$ cat src/hw/rtl/i2cmbe_pkg.sv
// ============================================================================
// I2C master byte engine package
// Shared types and constants of the byte engine: command codes, the engine's
// one-hot command state, and the packed item, result and status structures.
// ============================================================================
package i2cmbe_pkg;

    localparam int DELAY_W = 16;
    localparam int BYTE_W = 8;
    localparam int MODE_W = 3;
    localparam int BIT_W = 4;
    localparam int PHASE_W = 2;
    localparam int IN_DATA_W = 16;
    localparam int OUT_DATA_W = 16;
    localparam int APB_ADDR_W = 3;
    localparam int APB_DATA_W = 32;

    localparam logic [DELAY_W-1:0] DELAY_RESET = 16'd150;
    localparam logic [BIT_W-1:0] BITS_PER_BYTE = 4'd8;

    localparam logic [MODE_W-1:0] MODE_START = 3'd1;
    localparam logic [MODE_W-1:0] MODE_STOP = 3'd2;
    localparam logic [MODE_W-1:0] MODE_WRITE = 3'd3;
    localparam logic [MODE_W-1:0] MODE_READ = 3'd4;

    localparam logic [PHASE_W-1:0] PHASE_0 = 2'd0;
    localparam logic [PHASE_W-1:0] PHASE_1 = 2'd1;
    localparam logic [PHASE_W-1:0] PHASE_2 = 2'd2;

    typedef enum logic [4:0] {
        CMD_IDLE = 5'b00001,
        CMD_START = 5'b00010,
        CMD_STOP = 5'b00100,
        CMD_WRITE = 5'b01000,
        CMD_READ = 5'b10000
    } t_cmd;

    typedef struct packed {
        logic [MODE_W-1:0] mode;
        logic [BYTE_W-1:0] data_byte;
        logic ack_to_send;
        logic sda_in;
    } t_item;

    typedef struct packed {
        logic ack_seen;
        logic [BYTE_W-1:0] read_data;
        logic done_res;
        logic busy_res;
        logic sda_out;
        logic scl_out;
    } t_result;

    typedef struct packed {
        logic busy;
        logic delay_zero;
    } t_seq_status;

endpackage

$ cat src/hw/rtl/i2c_master_byte_engine_core.sv
// ============================================================================
// I2C master byte engine
// One input transfer is one timing tick; each tick yields one result transfer
// with the SCL and SDA drive levels and the command status.
// ============================================================================
// Input channel: s_tuser carries the mode (0 tick only, 1 start, 2 stop,
// 3 write byte, 4 read byte); s_tdata carries data_byte, ack_to_send and the
// sampled SDA level. A command is taken only while the engine is idle.
// Output channel: one result per input transfer, in order, with scl_out,
// sda_out, busy_res, done_res, read_data and ack_seen.
// The APB register at address 0 holds delay_ticks, the ticks between pin
// changes; write it only while the engine is idle.
// A result passes from the input register through the tick logic to the output
// register before it is valid. One transfer is taken per cycle while the
// receiver does not stall: the input register feeds the tick logic, whose
// outcome is registered in the output register.
// When the receiver stalls, the result is held and the input register still
// fills, after which s_tready drops until the result is taken.
// Reset clears the valid flags and the sequencer state, releases both lines
// high and sets delay_ticks to 150.
// ============================================================================
module i2c_master_byte_engine_core (
    input  logic                                   i_clk,
    input  logic                                   i_rst_n,
    input  logic                                   i_s_tvalid,
    output logic                                   o_s_tready,
    // [7:0] data_byte, [8] ack_to_send, [9] sda_in, [15:10] zero
    input  logic [i2cmbe_pkg::IN_DATA_W-1:0]       i_s_tdata,
    // [2:0] mode
    input  logic [i2cmbe_pkg::MODE_W-1:0]          i_s_tuser,
    output logic                                   o_m_tvalid,
    input  logic                                   i_m_tready,
    // [0] scl_out, [1] sda_out, [2] busy_res, [3] done_res,
    // [11:4] read_data, [12] ack_seen, [15:13] zero
    output logic [i2cmbe_pkg::OUT_DATA_W-1:0]      o_m_tdata,
    input  logic                                   psel,
    input  logic                                   penable,
    input  logic                                   pwrite,
    input  logic [i2cmbe_pkg::APB_ADDR_W-1:0]      paddr,
    input  logic [i2cmbe_pkg::APB_DATA_W-1:0]      pwdata,
    output logic [i2cmbe_pkg::APB_DATA_W-1:0]      prdata,
    output logic                                   pready
);
    import i2cmbe_pkg::*;

    logic                r_in_valid;
    t_item               r_in_item;
    logic                r_out_valid;
    t_result             r_out;
    logic [DELAY_W-1:0]  r_delay;
    logic                advance;
    logic                reg_sel;
    t_result             seq_result;
    t_seq_status         seq_status;

    assign advance = !r_out_valid || i_m_tready;
    assign o_s_tready = !r_in_valid || advance;
    assign reg_sel = (paddr[APB_ADDR_W-1] == 1'b0);

    i2cmbe_seq u_seq (
        .i_clk         (i_clk),
        .i_rst_n       (i_rst_n),
        .i_en          (r_in_valid && advance),
        .i_item        (r_in_item),
        .i_delay_ticks (r_delay),
        .o_result      (seq_result),
        .o_status      (seq_status)
    );

    always_ff @(posedge i_clk) begin
        if (!i_rst_n) begin
            r_in_valid <= 1'b0;
        end else if (o_s_tready) begin
            r_in_valid <= i_s_tvalid;
        end
    end

    always_ff @(posedge i_clk) begin
        if (o_s_tready && i_s_tvalid) begin
            r_in_item.mode <= i_s_tuser;
            r_in_item.data_byte <= i_s_tdata[BYTE_W-1:0];
            r_in_item.ack_to_send <= i_s_tdata[BYTE_W];
            r_in_item.sda_in <= i_s_tdata[BYTE_W+1];
        end
    end

    always_ff @(posedge i_clk) begin
        if (!i_rst_n) begin
            r_out_valid <= 1'b0;
        end else if (advance) begin
            r_out_valid <= r_in_valid;
        end
    end

    always_ff @(posedge i_clk) begin
        if (advance && r_in_valid) begin
            r_out <= seq_result;
        end
    end

    always_ff @(posedge i_clk) begin
        if (!i_rst_n) begin
            r_delay <= DELAY_RESET;
        end else if (psel && penable && pwrite && reg_sel) begin
            r_delay <= pwdata[DELAY_W-1:0];
        end
    end

    assign pready = 1'b1;
    assign prdata = reg_sel ? {{(APB_DATA_W-DELAY_W){1'b0}}, r_delay} : '0;

    assign o_m_tvalid = r_out_valid;
    assign o_m_tdata = {{(OUT_DATA_W-$bits(t_result)){1'b0}}, r_out};

    a_done_not_busy: assert property (@(posedge i_clk) disable iff (!i_rst_n)
        (r_out_valid && r_out.done_res) |-> !r_out.busy_res)
        else $error("done result reports busy");

    a_idle_no_delay: assert property (@(posedge i_clk) disable iff (!i_rst_n)
        !seq_status.busy |-> seq_status.delay_zero)
        else $error("idle engine holds a pending delay");

    a_in_held: assert property (@(posedge i_clk) disable iff (!i_rst_n)
        (r_in_valid && !advance) |=> (r_in_valid && $stable(r_in_item)))
        else $error("stalled input item lost");

endmodule

$ cat src/hw/rtl/i2cmbe_seq.sv
// ============================================================================
// I2C master byte engine sequencer
// Holds the command state and advances it by one tick for each processed
// item, producing the pin levels and status of that tick.
// ============================================================================
module i2cmbe_seq (
    input  logic                                   i_clk,
    input  logic                                   i_rst_n,
    input  logic                                   i_en,
    input  i2cmbe_pkg::t_item                      i_item,
    input  logic [i2cmbe_pkg::DELAY_W-1:0]         i_delay_ticks,
    output i2cmbe_pkg::t_result                    o_result,
    output i2cmbe_pkg::t_seq_status                o_status
);
    import i2cmbe_pkg::*;

    t_cmd                r_cmd, n_cmd;
    logic [PHASE_W-1:0]  r_phase, n_phase;
    logic [BIT_W-1:0]    r_bit, n_bit;
    logic [BYTE_W-1:0]   r_shift, n_shift;
    logic [DELAY_W-1:0]  r_dc, n_dc;
    logic                r_scl, n_scl;
    logic                r_sda, n_sda;
    logic                r_ack, n_ack;
    logic [BYTE_W-1:0]   r_read, n_read;
    logic                r_hold, n_hold;
    logic                done;
    logic [DELAY_W-1:0]  eff_delay;
    logic [DELAY_W-1:0]  dc_dec;
    logic [BIT_W-1:0]    bit_next;
    logic [BYTE_W-1:0]   shifted;

    assign eff_delay = (i_delay_ticks == '0) ? {{(DELAY_W-1){1'b0}}, 1'b1} : i_delay_ticks;
    assign dc_dec = (r_dc != '0) ? r_dc - {{(DELAY_W-1){1'b0}}, 1'b1} : r_dc;
    assign bit_next = r_bit + {{(BIT_W-1){1'b0}}, 1'b1};
    assign shifted = (r_cmd == CMD_WRITE) ? {r_shift[BYTE_W-2:0], 1'b0}
                                          : {r_shift[BYTE_W-2:0], i_item.sda_in};

    always_comb begin
        n_cmd = r_cmd;
        n_phase = r_phase;
        n_bit = r_bit;
        n_shift = r_shift;
        n_dc = r_dc;
        n_scl = r_scl;
        n_sda = r_sda;
        n_ack = r_ack;
        n_read = r_read;
        n_hold = r_hold;
        done = 1'b0;
        unique case (r_cmd) inside
            CMD_IDLE: begin
                case (i_item.mode)
                    MODE_START: begin
                        n_cmd = CMD_START;
                        n_phase = PHASE_0;
                        n_sda = 1'b1;
                        n_scl = 1'b1;
                        n_dc = eff_delay;
                    end
                    MODE_STOP: begin
                        n_cmd = CMD_STOP;
                        n_phase = PHASE_0;
                        n_sda = 1'b0;
                        n_dc = eff_delay;
                    end
                    MODE_WRITE: begin
                        n_cmd = CMD_WRITE;
                        n_bit = '0;
                        n_shift = i_item.data_byte;
                        n_sda = i_item.data_byte[BYTE_W-1];
                        n_phase = PHASE_0;
                        n_dc = eff_delay;
                    end
                    MODE_READ: begin
                        n_cmd = CMD_READ;
                        n_bit = '0;
                        n_shift = '0;
                        n_hold = i_item.ack_to_send;
                        n_sda = 1'b1;
                        n_phase = PHASE_0;
                        n_dc = eff_delay;
                    end
                    default: begin
                    end
                endcase
            end
            CMD_START: begin
                n_dc = dc_dec;
                if (dc_dec == '0) begin
                    if (r_phase == PHASE_0) begin
                        n_sda = 1'b0;
                        n_phase = PHASE_1;
                        n_dc = eff_delay;
                    end else begin
                        n_scl = 1'b0;
                        n_cmd = CMD_IDLE;
                        n_phase = PHASE_0;
                        n_bit = '0;
                        n_dc = '0;
                        done = 1'b1;
                    end
                end
            end
            CMD_STOP: begin
                n_dc = dc_dec;
                if (dc_dec == '0) begin
                    if (r_phase == PHASE_0) begin
                        n_scl = 1'b1;
                        n_phase = PHASE_1;
                        n_dc = eff_delay;
                    end else if (r_phase == PHASE_1) begin
                        n_sda = 1'b1;
                        n_phase = PHASE_2;
                        n_dc = eff_delay;
                    end else begin
                        n_cmd = CMD_IDLE;
                        n_phase = PHASE_0;
                        n_bit = '0;
                        n_dc = '0;
                        done = 1'b1;
                    end
                end
            end
            CMD_WRITE, CMD_READ: begin
                n_dc = dc_dec;
                if (dc_dec == '0) begin
                    if (r_phase == PHASE_0) begin
                        n_scl = 1'b1;
                        n_phase = PHASE_1;
                        n_dc = eff_delay;
                    end else begin
                        n_scl = 1'b0;
                        if (r_bit < BITS_PER_BYTE) begin
                            n_shift = shifted;
                        end else if (r_cmd == CMD_WRITE) begin
                            n_ack = i_item.sda_in;
                        end
                        n_bit = bit_next;
                        if (bit_next > BITS_PER_BYTE) begin
                            if (r_cmd == CMD_READ) begin
                                n_read = r_shift;
                            end
                            n_cmd = CMD_IDLE;
                            n_phase = PHASE_0;
                            n_bit = '0;
                            n_dc = '0;
                            done = 1'b1;
                        end else begin
                            n_phase = PHASE_0;
                            n_dc = eff_delay;
                            if (r_cmd == CMD_WRITE) begin
                                n_sda = (bit_next < BITS_PER_BYTE) ? shifted[BYTE_W-1] : 1'b1;
                            end else begin
                                n_sda = (bit_next >= BITS_PER_BYTE) ? r_hold : 1'b1;
                            end
                        end
                    end
                end
            end
            default: begin
                n_cmd = CMD_IDLE;
            end
        endcase
    end

    always_ff @(posedge i_clk) begin
        if (!i_rst_n) begin
            r_cmd <= CMD_IDLE;
            r_phase <= '0;
            r_bit <= '0;
            r_shift <= '0;
            r_dc <= '0;
            r_scl <= 1'b1;
            r_sda <= 1'b1;
            r_ack <= 1'b0;
            r_read <= '0;
            r_hold <= 1'b0;
        end else if (i_en) begin
            r_cmd <= n_cmd;
            r_phase <= n_phase;
            r_bit <= n_bit;
            r_shift <= n_shift;
            r_dc <= n_dc;
            r_scl <= n_scl;
            r_sda <= n_sda;
            r_ack <= n_ack;
            r_read <= n_read;
            r_hold <= n_hold;
        end
    end

    assign o_result.scl_out = n_scl;
    assign o_result.sda_out = n_sda;
    assign o_result.busy_res = (n_cmd != CMD_IDLE);
    assign o_result.done_res = done;
    assign o_result.read_data = n_read;
    assign o_result.ack_seen = n_ack;

    assign o_status.busy = (r_cmd != CMD_IDLE);
    assign o_status.delay_zero = (r_dc == '0);

endmodule
$ cat config.mk
export PLATFORM = sky130hd
export DESIGN_NAME = i2c_master_byte_engine_core
export DESIGN_NICKNAME = d
export VERILOG_FILES = /design/src/hw/rtl/i2cmbe_pkg.sv /design/src/hw/rtl/i2c_master_byte_engine_core.sv /design/src/hw/rtl/i2cmbe_seq.sv
export SDC_FILE = /design/constraint.sdc
export NUM_CORES = 1
export LEC_CHECK = 0
export ABC_AREA = 0
export BUFFER_PORTS_ARGS = -buffer_cell sky130_fd_sc_hd__clkbuf_2
export CORE_AREA = 2 2 127 142
export DETAILED_ROUTE_END_ITERATION = 16
export DIE_AREA = 0 0 129 144
export HOLD_SLACK_MARGIN = 0.1
export SETUP_SLACK_MARGIN = 0.4
export SLEW_MARGIN = 20
export SYNTH_ARGS = -nofsm -noshare
export SYNTH_HDL_FRONTEND = slang
export SYNTH_SLANG_ARGS = --single-unit
$ cat constraint.sdc
create_clock -name i_clk -period 3.45 [get_ports i_clk]
set_input_delay 1.035 -clock i_clk [delete_from_list [all_inputs] [get_ports i_clk]]
set_output_delay 1.035 -clock i_clk [all_outputs]
set_load 0.05 [all_outputs]
After elaboration in Yosys (flattened, before gate mapping)

Cells that the tools add are included.

Memories: 0
Latch bits: 0
Input bits: 61
Bits in registers: 91
RAM bits: 0
Logic and storage cells: 165
Bits in read-only memories: 0

Divide/modulo/power cells: 0
Eq/ne operators: 23
Mux-type cells: 86
Multiply operators: 0
Reduce and logical (&&, ||, !) cells: 26
Magnitude comparators: 4
$add $sub $neg: 2
Shift operators: 0
Bitwise logic cells: 1

Operators with widths:

| kind                  | number |
|---|---|
| $mux 16               | 12 |
| $mux 8                | 8 |
| $pmux 16 s4           | 1 |
| $mux 5                | 8 |
| $pmux 5 s4            | 2 |
| $mux 4                | 9 |
| $mux 1                | 33 |
| $logic_not 16->1      | 2 |
| $pmux 8 s2            | 2 |
| $pmux 4 s4            | 1 |
| $reduce_bool 16->1    | 1 |
| $sub 16x1->16 const B | 1 |
| $ne 2x2->1 const B    | 7 |
| $mux 2                | 5 |
| $reduce_and 10->1     | 1 |
| $lt 4x4->1 const B    | 2 |
| $ne 2x1->1 const B    | 4 |
| $pmux 1 s4            | 2 |
| $eq 3x2->1 const B    | 2 |
| $pmux 1 s3            | 2 |
| $pmux 2 s3            | 1 |
| $reduce_and 3->1      | 2 |
| $reduce_and 6->1      | 1 |
| $reduce_or 2->1       | 3 |
| 24 further kinds      | 30 |

Logic depth before layout (Yosys ltp)

Word-level depth: 8
Gate-level depth with buffers: 12
Mapped depth without buffers: 10

Hierarchy

Synthesis repeated with hierarchy kept, for this count alone.

Cells, all modules: 625
Area, all modules: 5,325.1 um^2

Modules (own cells, without submodules):

| module                      | area each (um^2) | times used | cells each |
|---|---|---|---|
| i2cmbe_seq                  | 3,505.9          | 1          | 480 |
| i2c_master_byte_engine_core | 1,819.2          | 1          | 145 |

Least setup slack after synthesis

Ideal clock, no wire load.

Kind: register -> register
Start: reg u_seq.r_dc[0]
End: reg r_out, in the netlist o_m_tdata[10], data pin
Period minus slack after synthesis: 3.509 ns
Buffers on the path: 2
Data required time: 3.190 ns
Data arrival time: 3.249 ns
Setup slack: -0.059 ns
Stages on the path, launching flop included: 13
Path through: dfxtp_1 > inv_1 > ha_1 > or3b_2 > clkbuf_1 > nor4_2 > nand3_2 > mux2i_1 > or4b_1 > buf_6 > nor3_4 > nand3_2 > mux2_2

RTL lines:

| what                   | RTL line                          | source |
|---|---|---|
| from (decl)            | i2cmbe_seq.sv:21                  | `logic [DELAY_W-1:0] r_dc, n_dc;` |
| from (signal assigned) | i2cmbe_seq.sv:184                 | `r_dc <= n_dc;` |
| to (signal assigned)   | i2c_master_byte_engine_core.sv:97 | `r_out <= seq_result;` |
| to (decl)              | i2c_master_byte_engine_core.sv:49 | `t_result r_out;` |

==> metrics.md <==
| Metric | Value |
|---|---|
| Status | `completed` |
| Synthesized cell area | `5060 sq um` |
| Worst slack, placed | `0.0556 ns` |
| Residual DRC count | `0` |
| Setup TNS Final | `0 ns` |
| Root buffer cell | `clkbuf_16` |
| Worst reg-to-reg setup slack | `0.20 ns` |
| DR iter-0 viols | `469` |
| Worst min path class | `flip-flop to flip-flop` |
| Vias | `4878` |
| Drt pass-1 iters | `4` |
| Arrival @ worst endpoint | `3.34 ns` |
| Final hold viol count | `0` |
| Startpoint Class | `flip-flop` |
| FMAX | `307 MHz` |
| Fillers | `1749` |
| GPL Wtd Cong | `0.921` |
| Max-cap viol count | `0` |
| Largest net degree at the start of global routing | `27` |
| Drt wl/cell | `15.6 microns` |
| Post-synth EDFFs | `26` |
| Area after DPL | `5950 sq um` |
| Slew Viols, Final | `0` |
| Starting density of the core | `29.3%` |
| Total die area | `18600 sq um` |
| Total grt overflow | `0` |
| Crit path launch | `u_seq.r_dc[7]$_SDFFE_PN0P_` |
| Yosys reg bits | `91` |
| I/O pin total | `112` |
| Post-synth cell types | `76` |
| Final antenna-violating net count | `0` |
| Crit Path Class | `flip-flop to flip-flop` |
| GRT Util Overall | `15.9%` |
| Leading area contributor after synthesis | `dfxtp_1` |
| Latest clock arrival within the worst-skew pair | `0.35 ns` |
| Top_reg_cell synth | `dfxtp_1` |
| Core ar. | `17300 sq um` |
| Die X | `129 microns` |
| First-pass GRT wire length | `23.5 mm` |
| Synth area leaders | `dfxtp_1 (26%), edfxtp_1 (15%), nand2_1 (7.4%), a21oi_1 (4.1%), nand3_1 (3.6%)` |
| Layout cells sized above 1 | `35.6%` |
| Setup Skew | `0.00960 ns` |
| Yosys top cell area share | `25.7%` |
| Clock sinks | `91` |
| Maximum vdd ir drop | `0.000298 V` |
| Ys async rst share | `0%` |
| Leakage | `2.85 nW` |
| Post-route cell area | `6940 sq um` |
| Min-delay src | `u_seq.r_read[7]$_SDFFE_PN0P_` |
| Tcrit/Tclk final | `94.3%` |
| Chip height | `144 microns` |
| Layout Area Growth over Synthesis | `37.1%` |
| Max Root-Sink Buffers | `2` |
| Final setup vio count | `0` |
| Drt via density | `5.05` |
| Mapped Cells | `590` |
| Vias in the first global route | `4610` |
| Post-detail-place hpwl | `10.8 mm` |
| Critical R2R Launch | `u_seq.r_dc[7]$_SDFFE_PN0P_` |
| Worst setup margin | `0.195 ns` |
| # rows | `51` |
| Normalized max-slew margin | `52.7%` |
| Cts bufs inserted | `9` |
| Post-Route WL | `15.1 mm` |
| Clk pin slew, worst setup/hold paths | `0.07 ns` |
| Core Util, Final | `40.1%` |
| Worst-Margin Slew | `0.706 ns` |
| Total power | `3.14 mW` |
| H-tree depth | `3` |
| Syn_area_per_cell | `8.58 sq um` |
| Input/output buffers | `67` |
| Power density over cell area | `452 nW/um^2` |
| Final min period | `3.25 ns` |
| CTS tree | `yes` |
| Ys Warns | `0` |
| Largest driver fanout on the critical path | `4` |
| Final nets | `787` |
| N_diodes | `0` |
| Critical path endpoint category | `flip-flop` |
| Sequential area share after synthesis | `41.1%` |
| RSZ-0062 raised after global routing | `yes` |
| CP required | `3.54 ns` |
| Initial antenna violation count | `0` |
[metal layers]
| layer | up-vias | global-route usage [%] | routed length [microns] |
|---|---|---|---|
| met5 | - | 0 | 0 |
| met4 | 0 | 5.66 | 389 |
| met3 | 28 | 2.96 | 651 |
| met2 | 125 | 26.0 | 7180 |
| met1 | 2315 | 21.1 | 6870 |
| li1 | 2410 | - | - |
[cell type report]
cell class	instances	area (sq um)	area share [%]
tap	238	298	4.29
inverter	10	42.5	0.613
clock inverter	7	78.8	1.14
clock buffer	9	225	3.24
multi-input combinational	458	3130	45.0
timing repair buffer	153	1080	15.6
sequential	91	2090	30.1
[critical path: stages (launching register included)]
cell and delay, ns:
dfxtp_2 0.32, or4_4 0.56, buf_6 0.16, nor4_4 0.28, buf_4 0.17, or3_4 0.11
o211ai_1 0.15, buf_4 0.19, a211oi_4 0.28, buf_6 0.15, buf_6 0.09, buf_12 0.11
a31oi_4 0.07, a211oi_2 0.25, nor2_1 0.10
[stage by stage]
stage,hold WS (ns),cells
finish,0.458,966
global route,0.489,966
CTS,0.464,955
detailed placement,0.454,918
global placement,0.442,918
floorplan,0.432,608
[placed cells by master (no fill, tap or decap), types with 8 or more instances in the layout]
cell type  netlist  routed
buf_6            2      21
o221a_2          8       8
o21ai_0         27      14
a21oi_2          1      11
nand2b_1         8       8
buf_4           20      63
nor4_1          12       9
clkbuf_2         1      67
nor2b_1         17      17
clkbuf_16        0       9
mux2i_1         12      11
nand3_1         36      33
nand2_1        100      98
nor3_1          12      11
o21ai_1          0       9
nor2_1          34      31
dfxtp_1         65      62
conb_1           2      20
a21oi_1         41      29
edfxtp_1        26      26
[synth_stat cells, drive strengths merged (8+ instances only)]
cell	count
nand3	39
edfxtp	26
nand2b	8
inv	9
nor2b	17
nor4	14
clkbuf	24
nand4	8
mux2i	12
nor3	13
nor2	34
o221a	8
a21oi	42
buf	25
dfxtp	65
mux2	9
nand2	101
o21ai	28
[path summary, 6_finish.rpt]
kind,end,cells after the start
setup / recovery,o_m_tdata[0]$_DFFE_PP_,14
hold / removal,u_seq.r_read[7]$_SDFFE_PN0P_,2
setup reg to reg,o_m_tdata[0]$_DFFE_PP_,14
hold reg to reg,u_seq.r_read[7]$_SDFFE_PN0P_,2
[registers in the layout, indices dropped and copies added (netlist names), 2 cells and up]
register,flops
r_delay,16
u_seq.r_bit,4
u_seq.r_phase,2
u_seq.r_read,8
u_seq.r_cmd,5
o_m_tdata,13
u_seq.r_shift,8
r_in_item,13
u_seq.r_dc,16
[kinds of logic (layout without fill, tap and decap cells)]
| kind of cell | count (synthesis) | in the layout | synth area share, % |
|---|---|---|---|
| simple gates | 269 | 269 | 27.3 |
| compound gates | 138 | 138 | 18.9 |
| flops | 91 | 91 | 41.1 |
| buf+inv | 59 | 179 | 6.23 |
| mux | 21 | 21 | 4.37 |
| xor+xnor | 7 | 7 | 1.21 |
| fa+ha+maj | 3 | 3 | 0.742 |
| other cells | 2 | 20 | 0.148 |
[what timing repair did]
action / in CTS / in global routing
setup endpoints to repair: 57 / 58
buffers inserted: 21 / 11
pin swaps: 38 / 42
hold buffers: 0 / 0
resized for setup: 55 / 49
[power by group]
group	leakage [nW]	switching, mW	total, mW	internal [mW]
logic	1.92	0.556	0.978	0.422
clock network	0.150	0.470	0.987	0.518
registers	0.779	0.0337	1.17	1.14
(Power assumes the default switching activity.)
